$ cat config.mk
export PLATFORM = sky130hd
export DESIGN_NAME = arb_ctrl
export DESIGN_NICKNAME = d
export VERILOG_FILES = /design/src/hdl/arb_pkg.sv /design/src/hdl/arb_ctrl.sv
export SDC_FILE = /design/constraint.sdc
export NUM_CORES = 1
export LEC_CHECK = 0
export BUFFER_PORTS_ARGS = -buffer_cell sky130_fd_sc_hd__buf_2
export CELL_PAD_IN_SITES_DETAIL_PLACEMENT = 1
export CELL_PAD_IN_SITES_GLOBAL_PLACEMENT = 1
export CORE_ASPECT_RATIO = 0.75
export CORE_MARGIN = 2
export CORE_UTILIZATION = 42
export CTS_CLUSTER_DIAMETER = 60
export CTS_CLUSTER_SIZE = 25
export DETAILED_ROUTE_END_ITERATION = 7
export GPL_TIMING_DRIVEN = 1
export PLACE_DENSITY_LB_ADDON = 0.1
export SLEW_MARGIN = 20
export SYNTH_ARGS = -nofsm -noshare
export SYNTH_HDL_FRONTEND = slang
export SYNTH_SLANG_ARGS = --single-unit
$ cat constraint.sdc
create_clock -name clock -period 3.15 [get_ports clock]
set_clock_uncertainty 0.15 [all_clocks]
set_input_delay 0.4725 -clock clock [delete_from_list [all_inputs] [get_ports clock]]
set_output_delay 0.4725 -clock clock [all_outputs]
set_load 0.05 [all_outputs]
$ cat src/hdl/arb_pkg.sv
// Shared types and constants for the audio ring buffer device.
// Used by every module of the block and by the stream interface users.
package arb_pkg;

   localparam logic [2:0] KIND_REG_READ  = 3'd0;
   localparam logic [2:0] KIND_REG_WRITE = 3'd1;
   localparam logic [2:0] KIND_BUF_WRITE = 3'd2;
   localparam logic [2:0] KIND_BUF_READ  = 3'd3;
   localparam logic [2:0] KIND_TICK      = 3'd4;

   localparam logic [2:0] IDX_FREQ     = 3'd0;
   localparam logic [2:0] IDX_CHANNELS = 3'd1;
   localparam logic [2:0] IDX_SAMPLES  = 3'd2;
   localparam logic [2:0] IDX_SIZE     = 3'd3;
   localparam logic [2:0] IDX_INIT     = 3'd4;
   localparam logic [2:0] IDX_COUNT    = 3'd5;

   localparam logic [15:0] REG_SPAN   = 16'd24;
   localparam logic [31:0] START_CODE = 32'd2;

   typedef struct packed {
      logic [2:0]  kind;
      logic [15:0] addr;
      logic [31:0] write_data;
   } req_type;

   typedef struct packed {
      logic [31:0] read_data;
      logic [7:0]  sample;
      logic        sample_from_buffer;
      logic        error;
   } rsp_type;

   typedef struct packed {
      logic wr_en;
      logic rd_en;
   } store_ctl_type;

   typedef struct packed {
      logic mem_to_read_data;
      logic mem_to_sample;
   } res_sel_type;

endpackage

$ cat src/hdl/arb_ctrl.sv
// Register file, playback pointer/count and word decode for the audio buffer.
// Drives the sample store port and the non-memory result fields; uses arb_pkg.
module arb_ctrl import arb_pkg::*; #(
   parameter int BUF_BYTES = 65536,
   parameter int PTR_W     = 16
) (
   input  logic              clock,
   input  logic              reset,
   input  logic              fire,
   input  req_type           item,
   output store_ctl_type     store_ctl,
   output logic [PTR_W-1:0]  mem_addr,
   output logic [7:0]        mem_wdata,
   output rsp_type           rsp_part,
   output res_sel_type       rsp_sel
);

   localparam logic [31:0]      BUF_LIMIT = 32'(BUF_BYTES);
   localparam logic [PTR_W-1:0] PTR_LAST  = PTR_W'(BUF_BYTES - 1);

   logic [31:0]      freq_ff, freq_in;
   logic [31:0]      channels_ff, channels_in;
   logic [31:0]      samples_ff, samples_in;
   logic [31:0]      init_ff, init_in;
   logic [31:0]      count_ff, count_in;
   logic [PTR_W-1:0] read_pointer_ff, read_pointer_in;
   logic             playing_ff, playing_in;

   logic [31:0]      addr_ext;
   logic             reg_ok;
   logic             buf_hit;
   logic             tick_go;
   logic [2:0]       reg_idx;
   logic [31:0]      reg_rdata;

   assign addr_ext = 32'(item.addr);
   assign reg_ok   = (item.addr[1:0] == 2'b00) && (item.addr < REG_SPAN);
   assign buf_hit  = addr_ext < BUF_LIMIT;
   assign reg_idx  = item.addr[4:2];
   assign tick_go  = playing_ff && (count_ff != 32'd0);

   always_comb begin
      case (reg_idx)
         IDX_FREQ:     reg_rdata = freq_ff;
         IDX_CHANNELS: reg_rdata = channels_ff;
         IDX_SAMPLES:  reg_rdata = samples_ff;
         IDX_SIZE:     reg_rdata = BUF_LIMIT;
         IDX_INIT:     reg_rdata = init_ff;
         default:      reg_rdata = count_ff;
      endcase
   end

   always_comb begin
      freq_in         = freq_ff;
      channels_in     = channels_ff;
      samples_in      = samples_ff;
      init_in         = init_ff;
      count_in        = count_ff;
      read_pointer_in = read_pointer_ff;
      playing_in      = playing_ff;
      store_ctl       = '0;
      rsp_part        = '0;
      rsp_sel         = '0;
      mem_addr        = addr_ext[PTR_W-1:0];
      mem_wdata       = item.write_data[7:0];
      case (item.kind)
         KIND_REG_READ: begin
            if (reg_ok) begin
               rsp_part.read_data = reg_rdata;
            end else begin
               rsp_part.error = 1'b1;
            end
         end
         KIND_REG_WRITE: begin
            if (!reg_ok || reg_idx == IDX_SIZE) begin
               rsp_part.error = 1'b1;
            end else begin
               case (reg_idx)
                  IDX_FREQ:     freq_in     = item.write_data;
                  IDX_CHANNELS: channels_in = item.write_data;
                  IDX_SAMPLES:  samples_in  = item.write_data;
                  IDX_INIT: begin
                     init_in = item.write_data;
                     if (item.write_data == START_CODE) begin
                        playing_in = 1'b1;
                     end
                  end
                  default:      count_in    = item.write_data;
               endcase
            end
         end
         KIND_BUF_WRITE: begin
            store_ctl.wr_en = fire && buf_hit;
         end
         KIND_BUF_READ: begin
            store_ctl.rd_en          = fire && buf_hit;
            rsp_sel.mem_to_read_data = buf_hit;
         end
         KIND_TICK: begin
            mem_addr = read_pointer_ff;
            if (tick_go) begin
               store_ctl.rd_en       = fire;
               rsp_sel.mem_to_sample = 1'b1;
               read_pointer_in       = (read_pointer_ff == PTR_LAST) ? '0
                                       : read_pointer_ff + PTR_W'(1);
               count_in              = count_ff - 32'd1;
            end
         end
         default: begin
         end
      endcase
   end

   always_ff @(posedge clock) begin
      if (reset) begin
         freq_ff         <= '0;
         channels_ff     <= '0;
         samples_ff      <= '0;
         init_ff         <= '0;
         count_ff        <= '0;
         read_pointer_ff <= '0;
         playing_ff      <= 1'b0;
      end else if (fire) begin
         freq_ff         <= freq_in;
         channels_ff     <= channels_in;
         samples_ff      <= samples_in;
         init_ff         <= init_in;
         count_ff        <= count_in;
         read_pointer_ff <= read_pointer_in;
         playing_ff      <= playing_in;
      end
   end

   ap_ptr_range: assert property (@(posedge clock) disable iff (reset)
      read_pointer_ff <= PTR_LAST)
      else $error("read pointer beyond buffer");

   ap_count_sat: assert property (@(posedge clock) disable iff (reset)
      fire && item.kind == KIND_TICK && count_ff == 32'd0 |=> count_ff == 32'd0)
      else $error("count underflow");

   ap_idle_ptr: assert property (@(posedge clock) disable iff (reset)
      !playing_ff |=> $stable(read_pointer_ff) || $past(reset))
      else $error("pointer moved while not playing");

endmodule

# After elaboration in Yosys (flattened, before gate mapping)
# Index checks and enable logic that the tools add are counted.
[totals]
in_bits = 54
word_cells = 61
output_inout_bits = 70
ff_bits = 177
[classes]
bitwise_logic = 1
eq_ne = 13
n_reduce_logical = 18
n_addsub = 2
mux = 18
magnitude_cmp = 2
[op_table]
columns = ["cell", "n"]
rows = [
  ["2-to-1 mux 32 bit", 5],
  ["case mux 32 bit (5 select lines)", 1],
  ["case mux 32 bit (2 select lines)", 1],
  ["equality test 32 x 2 -> 1 bit, second input constant", 1],
  ["2-to-1 mux 16 bit", 2],
  ["nonzero test 32 bit", 1],
  ["subtractor 32 x 1 -> 32 bit, second input constant", 1],
  ["less-than comparator 16 x 17 -> 1 bit, second input constant", 1],
  ["adder 16 x 1 -> 16 bit, second input constant", 1],
  ["equality test 16 bit, second input constant", 1],
  ["less-than comparator 16 x 5 -> 1 bit, second input constant", 1],
  ["AND reduction 4 bit", 4],
  ["equality test 3 x 2 -> 1 bit, second input constant", 4],
  ["AND reduction 5 bit", 2],
  ["2-to-1 mux 1 bit", 7],
  ["equality test 3 x 1 -> 1 bit, second input constant", 2],
  ["equality test 3 bit, second input constant", 2],
  ["logical NOT 3 bit", 2],
  ["inequality test 2 bit, second input constant", 3],
  ["case mux 1 bit (2 select lines)", 2],
  ["OR reduction 4 bit", 1],
  ["logical AND 1 bit", 3],
  ["AND reduction 3 bit", 1],
  ["logical NOT 2 bit", 1],
  ["other kinds (4)", 4],
]

# Depth between registers and ports, before layout
# Gate-level depths: netlist of the first run.
[depth]
word_depth = 6
depth_mapped = 10
ltp_nobuf = 8

# Worst setup path after synthesis of the first run
# No wires, ideal clock.
[synth_path]
path_kind = "input-to-output"
startpoint = "in item[36] (netlist bit)"
endpoint = "out rsp_part[31] (netlist bit)"
path_stages = 7
n_path_buf = 3
setup_slack_ns = -0.399
arrival_time_ns = 2.926
required_ns = 2.527
cell_sequence = "clkbuf_1 -> a211oi_1 -> nand4_1 -> or4_1 -> clkbuf_1 -> clkbuf_1 -> a311oi_1"
[synth_rtl]
columns = ["item", "line", "rtl"]
rows = [
  ["from (decl)", "arb_ctrl.sv:10", "input req_type item,"],
  ["to (decl)", "arb_ctrl.sv:14", "output rsp_type rsp_part,"],
]

==> impl_results.md, run 1 <==
* Status: complete, no violations
* Post-route clock period utilization at 98.4%
* DRC at 0
* Top Family by Delay on Critical Path: simple AND/OR/NAND/NOR gates
* Post-synth EDFFs at 0
* Setup violations, final at 0
* Leakage at 3.98 nW
* Peak VDD IR at 0.000362 V
* Clock Sinks at 177
* Clock tree buffer depth at 2
* Cell Area, Synth at 0.00911 mm²
* Crit path DAT at 2.48 ns
* Detail Route Antenna Nets at 0
* CTS tree: yes
* CTS Buf Count at 17
* Placed Cells at 1612
* Syn. warnings at 0
* All-layer global routing usage at 30.9%
* Clk root buf: clkbuf_16
* Mean Syn Cell Area at 7.25 µm²
* Pwr Total at 4.86 mW
* Ratio of cells with drive above 1 in the final layout at 18.0%
* FFs w/ async S/R, synth at 0%
* Maxcap violations at 0
* Starting DRC count in detailed routing at 902
* GRT overflow at 0
* CP cell instances: or3_4, or3_4, or4_4, and3_4, o21a_4, buf_6
* # hold bufs at CTS at 0
* Number of synthesized register bits at 177
* Fin. Hold Viols at 0
* Hold Crit Class: in2reg
* Synth Area in XOR/XNOR at 1.35%
* Cell area power density at 451 mW/mm²
* Slowest stage delay, CP at 0.47 ns
* Worst EP required at 2.53 ns
* Yosys cell types at 69
* Worst path slowest cell: or4_4
* Buf/Inv on CP at 1
* WL/cell at 21.7 µm
* Filler Cell Count at 2696
* Slew margin rel. at 33.8%
* Min Tclk post-route at 3.10 ns
* Core area at 0.0212 mm²
* NumNets Final at 1402
* Cells after Synth at 1257
* Die Span X at 174 µm
* Design area at 0.0108 mm²
* # H-tree levels at 4
* Post-synthesis adder-cell area fraction at 0.275%
* Compound-gate portion of the synthesized area at 22.3%
* Vias at 9762
* GPL Wtd Cong at 0.834
* Worst slew pin tran at 0.993 ns
* Final cell count without fillers at 1647
* Kind of critical path: reg2out
* Simple-gate share of the synthesized area at 27.0%
* Number of global-route vias before repair at 9584
* First-pass GRT wire length at 55200 µm
* HPWL Detailed at 24100 µm
* CP Capture Type: primary output
* Synth Flop Type: dfxtp_1
* CP most frequent cell: or3_4
* Row cnt at 46
* Die height at 132 µm
* Post-DP Area at 0.0101 mm²
* CTS clock-pin slew for the worst setup and hold paths at 0.07 ns
* Slew Viols, Final at 0
* Port bufs at 114
* Critical-path maximum fanout at 2
* Die ar. at 0.0229 mm²
* Routed vias/inst at 5.93
* CP Launch Type: register
* Clk_lat worst skew at 0.44 ns
* Seq/Total Area, Yosys at 38.9%
* Pin count of the biggest net entering global routing at 88
* Largest family of logic cells by synthesized area: simple AND/OR/NAND/NOR gates
* Mux contribution to synthesized area at 3.73%
* Fmax at 0.323 GHz
* Area Growth Syn to Fin at 18.2%
* Ports at 124
* Post-Route WL at 35700 µm
* Initial antenna violation count at 0
* # diodes at 0
* Drt pass-1 iters at 5
* Initial Utilization at 42.9%
area by class of cell:
type | instances | area [µm²] | share of cell area (%)
multi-input cells | 963 | 5120 | 47.5
clock buffers | 20 | 457 | 4.24
flip-flops and latches | 177 | 3540 | 32.9
repair buffers | 178 | 1120 | 10.4
clock inverters | 12 | 133 | 1.23
well taps | 288 | 360 | 3.34
inverters | 9 | 33.8 | 0.314
stage by stage:
step           setup WS [ns]  hold slack [ns]   TNS [ns]  util, %
5_1_grt            -0.000918            0.194  -0.000918     50.7
4_1_cts              -0.0221            0.172    -0.0221     50.5
3_3_place_gp           0.119            0.284          0     47.5
3_5_place_dp          0.0402            0.293          0     47.5
6_report              0.0510            0.194          0     50.7
2_1_floorplan         -0.399            0.277      -5.79        -
sequential cells by signal (all words and copies together) (netlist names):
signal / count
read_pointer_ff: 16
count_ff: 32
init_ff: 32
samples_ff: 32
playing_ff: 1
channels_ff: 32
freq_ff: 32
worst reg2reg max path, stage by stage (launching register included):
cell and delay, ns:
dfxtp_1 0.45, inv_2 0.09, ha_4 0.18, nor3b_4 0.15, nand2_1 0.10, buf_4 0.18, or3_1 0.25, nor2_1 0.07
o41ai_1 0.72, buf_4 0.31, nor2_1 0.07
power breakdown:
| group | leakage [nW] | internal [mW] | switching (mW) | total (mW) |
|---|---|---|---|---|
| sequential | 1.43 | 2.24 | 0.00000222 | 2.24 |
| combinational | 2.28 | 0.107 | 0.350 | 0.457 |
| clock | 0.276 | 1.21 | 0.955 | 2.17 |
cells by family after synthesis:
family	after synthesis
buf+inv	125
mux	34
other cells	1
xor+xnor	14
fa+ha+maj	2
flops	177
compound gates	337
simple gates	567
cell usage in the layout, fill, tap and decap left out, types with 5 or more instances in the layout:
master        n
dfxtp_1     176
a311oi_1     18
nand3_1      14
xnor2_1       8
buf_2       111
nor4_1       12
o32ai_1       9
o41ai_1       5
o21ai_0      33
nand4_1       9
nor2_1       80
buf_4        60
and3_1        7
a211oi_1     18
a21oi_1     180
nand2_1     367
nor3_1       24
buf_12        5
conb_1        9
or4_1         6
inv_1         8
clkbuf_16    17
a21oi_2      10
xor2_1        6
mux2i_1      34
clkinvlp_4    5
or3_1         8
and2_1        5
o21ai_1       5
a22oi_1      22
layer usage:
| layer | global-route usage, % | routed length [µm] |
|---|---|---|
| met1 | 45.0 | 17100 |
| met3 | 4.08 | 2110 |
| met5 | 0 | 0 |
| met4 | 9.34 | 616 |
| met2 | 47.2 | 15800 |
synthesized netlist by cell type, types with 2 or more instances:
cell type  count  area, µm²
nor2_1        80        300
nand3_1       14       70.1
or4_1          6       45.0
a21oi_1      186        931
nand3b_1       2       15.0
buf_6          4       45.0
a32oi_1        2       17.5
nor4b_1        2       17.5
and4_1         2       17.5
a31oi_1        4       25.0
a211oi_1      18        135
or3_1          9       56.3
o22ai_1        4       25.0
a22oi_1       22        165
dfxtp_1      177       3540
a221oi_1       4       35.0
o32ai_1        9       78.8
buf_2         11       55.1
o211ai_1       4       30.0
nor3_1        24        120
clkbuf_1      78        293
nor4_1        16        100
mux2i_1       34        340
o21ai_1        5       25.0
or2_2          3       18.8
and3b_1        3       26.3
a311oi_1      18        158
nor2b_1        3       18.8
o21a_1         4       30.0
buf_4         17        128
xor2_1         6       52.6
a21oi_2        4       35.0
buf_1          5       18.8
o21ai_0       33        165
nor3b_1        3       22.5
o41ai_1        5       43.8
ha_1           2       25.0
inv_1          9       33.8
nand4_1        9       56.3
o31ai_1        3       22.5
nand2_1      368       1380
xnor2_1        8       70.1
and3_1         8       50.1
and2_1         4       25.0
timing repair:
action	in CTS	in global routing
setup endpoints to repair	2	16
pin swaps	3	2
resized for setup	8	8
buffers inserted	2	1
worst paths after layout:
kind | start | to | slack (ns) | cells past startpoint
max | count_ff[22] | store_ctl[0] | 0.05 | 6
min | item[15] | channels_ff[15] | 0.19 | 3
max reg2reg | count_ff[0] | read_pointer_ff[3] | 0.34 | 10
min reg2reg | freq_ff[13] | freq_ff[13] | 0.30 | 2
Power figures use the tool's default switching activity.
==> run 2: changes to the inputs <==
CTS_BUF_LIST = sky130_fd_sc_hd__clkbuf_8 sky130_fd_sc_hd__clkbuf_16   (was default)
==> impl_results.md, run 2 (synthesized netlist as in run 1, its figures left out) <==
* Die ar. at 0.0229 mm² (unchanged)
* CTS tree: yes
* HPWL Detailed at 24100 µm (unchanged)
* Min Tclk post-route at 3.10 ns (+0.000517 ns)
* CTS clock-pin slew for the worst setup and hold paths at 0.07 ns (about the same)
* Detail Route Antenna Nets at 0 (unchanged)
* Ratio of cells with drive above 1 in the final layout at 18.0% (unchanged)
* Register area at 0.00354 mm² (unchanged)
* Vias at 9762 (unchanged)
* Leakage at 3.99 nW (+0.10%)
* Maxcap violations at 0 (unchanged)
* Top Family by Delay on Critical Path: simple AND/OR/NAND/NOR gates
* Kind of critical path: reg2out
* Buf/Inv on CP at 1 (unchanged)
* Ports at 124 (unchanged)
* Worst slew pin tran at 0.992 ns (-0.00143 ns)
* Pre-CTS WS at 0.0402 ns (unchanged)
* All-layer global routing usage at 30.9% (unchanged)
* Filler Cell Count at 2696 (unchanged)
* CP Capture Type: primary output
* Routed vias/inst at 5.93 (unchanged)
* Clk root buf: clkbuf_16
* Commonest non-fill, non-tap cell in the layout: nand2_1
* WL/cell at 21.7 µm (about the same)
* # diodes at 0 (unchanged)
* First-pass GRT wire length at 55200 µm (unchanged)
* Design area at 0.0108 mm² (unchanged)
* Fin. Hold Viols at 0 (unchanged)
* Critical-path maximum fanout at 2 (unchanged)
* Hold Crit Class: in2reg
* Worst path slowest cell: or4_4
* Row cnt at 46 (unchanged)
* Core area at 0.0212 mm² (unchanged)
* Number of global-route vias before repair at 9584 (unchanged)
* Pin count of the biggest net entering global routing at 88 (unchanged)
* Pwr Total at 4.86 mW (about the same)
* Status: complete, no violations
* Final Core Density at 50.7% (unchanged)
* Post-route clock period utilization at 98.4% (about the same)
* CP cell instances: or3_4, or3_4, or4_4, and3_4, o21a_4, buf_6
* Clock tree buffer depth at 2 (unchanged)
* GPL Wtd Cong at 0.834 (unchanged)
* Cell area power density at 451 mW/mm² (about the same)
* Port bufs at 114 (unchanged)
* # hold bufs at CTS at 0 (unchanged)
* Slew Viols, Final at 0 (unchanged)
* Commonest cells after routing, fill and taps aside: 367 x nand2_1, 180 x a21oi_1, 176 x dfxtp_1, 111 x buf_2, 80 x nor2_1
* Clock Sinks at 177 (unchanged)
* Die height at 132 µm (unchanged)
* GRT overflow at 0 (unchanged)
* Initial Utilization at 42.9% (unchanged)
* Area of the multi-input gates at 0.00512 mm² (unchanged)
* Area Growth Syn to Fin at 18.2% (unchanged)
* Starting DRC count in detailed routing at 902 (unchanged)
* # H-tree levels at 4 (unchanged)
* CP most frequent cell: or3_4
* CP Launch Type: register
* Fmax at 0.323 GHz (about the same)
* Final hold slack at 0.194 ns (-0.0000480 ns)
* Setup violations, final at 0 (unchanged)
* Drt pass-1 iters at 5 (unchanged)
* Clk_lat worst skew at 0.44 ns (about the same)
* Worst EP required at 2.53 ns (about the same)
* NumNets Final at 1402 (unchanged)
* Crit path DAT at 2.48 ns (about the same)
* Post-Route WL at 35700 µm (about the same)
* Peak VDD IR at 0.000362 V (about the same)
* CTS Buf Count at 17 (unchanged)
* Post-DP Area at 0.0101 mm² (unchanged)
* Setup ws final at 0.0505 ns (-0.000517 ns)
* DRC at 0 (unchanged)
* Slowest stage delay, CP at 0.47 ns (about the same)
* Die Span X at 174 µm (unchanged)
* Slew margin rel. at 33.9% (+0.095 points)
* Initial antenna violation count at 0 (unchanged)
## run 2: area by class of cell
cell class,count,share of cell area (%)
tap,288,3.34
clock inverter,13,1.27
sequential,177,32.9
clock buffer,19,4.20
inverter,9,0.314
timing repair buffer,178,10.4
multi-input combinational,963,47.5
## run 2: through the flow
| step | instances | TNS [ns] |
|---|---|---|
| 3_3_place_gp | 1612 | 0 |
| 2_1_floorplan | 1265 | -5.79 |
| 4_1_cts | 1646 | -0.0221 |
| 5_1_grt | 1647 | -0.000918 |
| 6_report | 1647 | 0 |
| 3_5_place_dp | 1612 | 0 |
## run 2: routing by layer
metal	track usage [%]	wire [µm]
met1	45.0	17100
met2	47.2	15800
met3	4.08	2100
met4	9.34	616
met5	0	0
## run 2: path summary, 6_finish.rpt
kind                start            endpoint  slack (ns)  cells after the start
max          count_ff[22]        store_ctl[0]        0.05                      6
min              item[15]     channels_ff[15]        0.19                      3
max reg2reg   count_ff[0]  read_pointer_ff[3]        0.34                     10
min reg2reg   freq_ff[13]         freq_ff[13]        0.30                      2
## run 2: worst register-to-register path, cell delays in order (launching register included)
cell	delay [ns]
dfxtp_1	0.45
inv_2	0.09
ha_4	0.18
nor3b_4	0.15
nand2_1	0.10
buf_4	0.18
or3_1	0.25
nor2_1	0.07
o41ai_1	0.72
buf_4	0.31
nor2_1	0.07
## run 2: timing repair
item,CTS,global route
endpoints found under the hold margin,0,0
resized for setup,8,8
setup endpoints to repair,2,16
pin swaps,3,2
setup buffers,2,1
## run 2: power breakdown
part | total [mW] | internal (mW) | switching (mW)
Clock | 2.17 | 1.21 | 0.960
Combinational | 0.457 | 0.107 | 0.350
Sequential | 2.24 | 2.24 | 0.00000222
==> run 3: changes to the inputs <==
==> constraint.sdc (replaced) <==
create_clock -name clock -period 3.15 [get_ports clock]
set_clock_uncertainty 0.15 [all_clocks]
set_input_delay 0.7875 -clock clock [delete_from_list [all_inputs] [get_ports clock]]
set_output_delay 0.7875 -clock clock [all_outputs]
set_load 0.05 [all_outputs]
==> impl_results.md, run 3 (synthesized netlist as in run 1, its figures left out) <==
* Status: finished, violations left
* Failing checks: setup timing
* Initial antenna violation count at 0 (unchanged)
* Setup violations, final at 34 (+34)
* Die Span X at 174 µm (unchanged)
* CP Launch Type: input pin
* RR Endpoint: count_ff[25]
* Slew Viols, Final at 0 (unchanged)
* Number of global-route vias before repair at 10300 (+7.1%)
* NumNets Final at 1450 (+3.4%)
* Kind of critical path: in2out
* GRT overflow at 0 (unchanged)
* Worst slew pin tran at 0.660 ns (-0.332 ns)
* Filler Cell Count at 2574 (-4.5%)
* Die ar. at 0.0229 mm² (unchanged)
* Leakage at 4.43 nW (+11%)
* Worst EP required at 2.21 ns (-0.32 ns)
* # diodes at 0 (unchanged)
* CTS Buf Count at 17 (unchanged)
* Starting DRC count in detailed routing at 758 (-16%)
* Final cell count without fillers at 1695 (+2.9%)
* WL/cell at 22.3 µm (+3.0%)
* Min Tclk post-route at 3.49 ns (+0.389 ns)
* Area of the multi-input gates at 0.00560 mm² (+9.4%)
* Reg2reg start: count_ff[0]
* Slew margin rel. at 56.0% (+22 points)
* Setup ws final at -0.338 ns (-0.389 ns)
* HPWL Detailed at 25000 µm (+3.5%)
* GPL Wtd Cong at 0.913 (+9.5%)
* Ports at 124 (unchanged)
* Final Core Density at 56.8% (+6.1 points)
* Hold Crit Class: reg2reg
* Clk_lat worst skew at 0.44 ns (about the same)
* Cell area power density at 410 mW/mm² (-9.3%)
* Core area at 0.0212 mm² (unchanged)
* Detail Route Antenna Nets at 0 (unchanged)
* Hold Startpoint: freq_ff[29]
* CTS clock-pin slew for the worst setup and hold paths at 0.07 ns (about the same)
* Pwr Total at 4.94 mW (+1.6%)
* Pin count of the biggest net entering global routing at 95 (+8.0%)
* Drt pass-1 iters at 7 (+2)
* # hold bufs at CTS at 0 (unchanged)
* Critical-path maximum fanout at 17 (+15)
* Ratio of cells with drive above 1 in the final layout at 23.2% (+5.1 points)
* Placed Cells at 1656 (+2.7%)
* Port bufs at 114 (unchanged)
* Commonest non-fill, non-tap cell in the layout: nand2_1
* CTS tree: yes
* Row cnt at 46 (unchanged)
* Vias at 10100 (+3.4%)
* RSZ-0062 raised after global routing: true
* Area Growth Syn to Fin at 32.4%
* Register-to-register setup slack at 0.47 ns (+0.13 ns)
* # H-tree levels at 4 (unchanged)
* CP Capture Type: primary output
* Pre-CTS WS at -0.585 ns (-0.625 ns)
* Peak VDD IR at 0.000322 V (-11%)
* DRC at 0 (unchanged)
* Maxcap violations at 0 (unchanged)
* Initial Utilization at 42.9% (unchanged)
* Post-Route WL at 37800 µm (+6.0%)
* Worst R2R Path Depth at 7 (-3)
* Crit path DAT at 2.55 ns (+0.07 ns)
* First-pass GRT wire length at 58800 µm (+6.4%)
* Fmax at 0.287 GHz (-11%)
* Clock Sinks at 177 (unchanged)
* Routed vias/inst at 5.95 (+0.45%)
* Commonest cells after routing, fill and taps aside: 367 x nand2_1, 175 x dfxtp_1, 172 x a21oi_1, 90 x buf_4, 75 x nor2_1
* Post-route clock period utilization at 111% (+12 points)
* Fin. Hold Viols at 0 (unchanged)
* Hold Path End: freq_ff[29]
* Hold path depth at 2 (-1)
* Clk root buf: clkbuf_16
* Die height at 132 µm (unchanged)
* Total negative setup slack at -9.05 ns (-9.05 ns)
* Clock tree buffer depth at 2 (unchanged)
* All-layer global routing usage at 32.9% (+2.0 points)
* Register area at 0.00355 mm² (about the same)
run 3: where the power goes:
part | leakage, nW | internal, mW | total, mW | switching [mW]
registers | 1.43 | 2.23 | 2.23 | 0.00000187
logic | 2.71 | 0.142 | 0.516 | 0.374
clock network | 0.295 | 1.13 | 2.19 | 1.06
total | 4.43 | 3.51 | 4.94 | 1.43
run 3: layer usage:
| layer | wire length, µm | global-route usage, % | vias to the layer above |
|---|---|---|---|
| met5 | 0 | 0 | - |
| met4 | 664 | 9.90 | 0 |
| met3 | 2730 | 6.16 | 51 |
| met2 | 17500 | 53.3 | 390 |
| met1 | 17000 | 44.3 | 5016 |
| li1 | - | - | 4635 |
run 3: per-stage QoR:
stage               cell area (µm²)  hold slack [ns]
finish                        12100            0.303
CTS                           12000            0.305
detailed placement            11000            0.294
floorplan                      9730            0.277
global route                  12100            0.320
global placement              11000            0.284
run 3: how the worst max path moves through the flow:
stage            startpoint  depth (start not counted)  slack (ns)            to
6_report           item[40]                          8       -0.34  rsp_part[25]
5_1_grt            item[40]                          8       -0.39  rsp_part[25]
4_1_cts        count_ff[23]                          6       -0.37  store_ctl[0]
3_5_place_dp       item[47]                          9       -0.58  rsp_part[38]
3_3_place_gp       item[47]                          8       -0.55  rsp_part[12]
2_1_floorplan      item[36]                          7       -0.40  rsp_part[31]
run 3: layout make-up:
class | instances | area share (%)
Inverter | 9 | 0.280
Multi-Input combinational cell | 963 | 46.4
Clock buffer | 17 | 3.52
Tap cell | 288 | 2.99
Timing Repair Buffer | 226 | 16.0
Clock inverter | 15 | 1.37
Sequential cell | 177 | 29.4
run 3: timing repair:
action / 4_1_cts / 5_1_grt
pin swaps: 3 / 6
gates cloned: 1 / 0
setup endpoints to repair: 34 / 71
endpoints found under the hold margin: 0 / 0
setup buffers: 8 / 3
gates resized for setup: 91 / 13
run 3: worst max-delay path, cell delays in order:
cell and delay (ns):
buf_8 0.10, nor4_4 0.26, nand4_1 0.20, or4_4 0.52, buf_12 0.21, buf_4 0.16
a21oi_4 0.12, buf_8 0.16
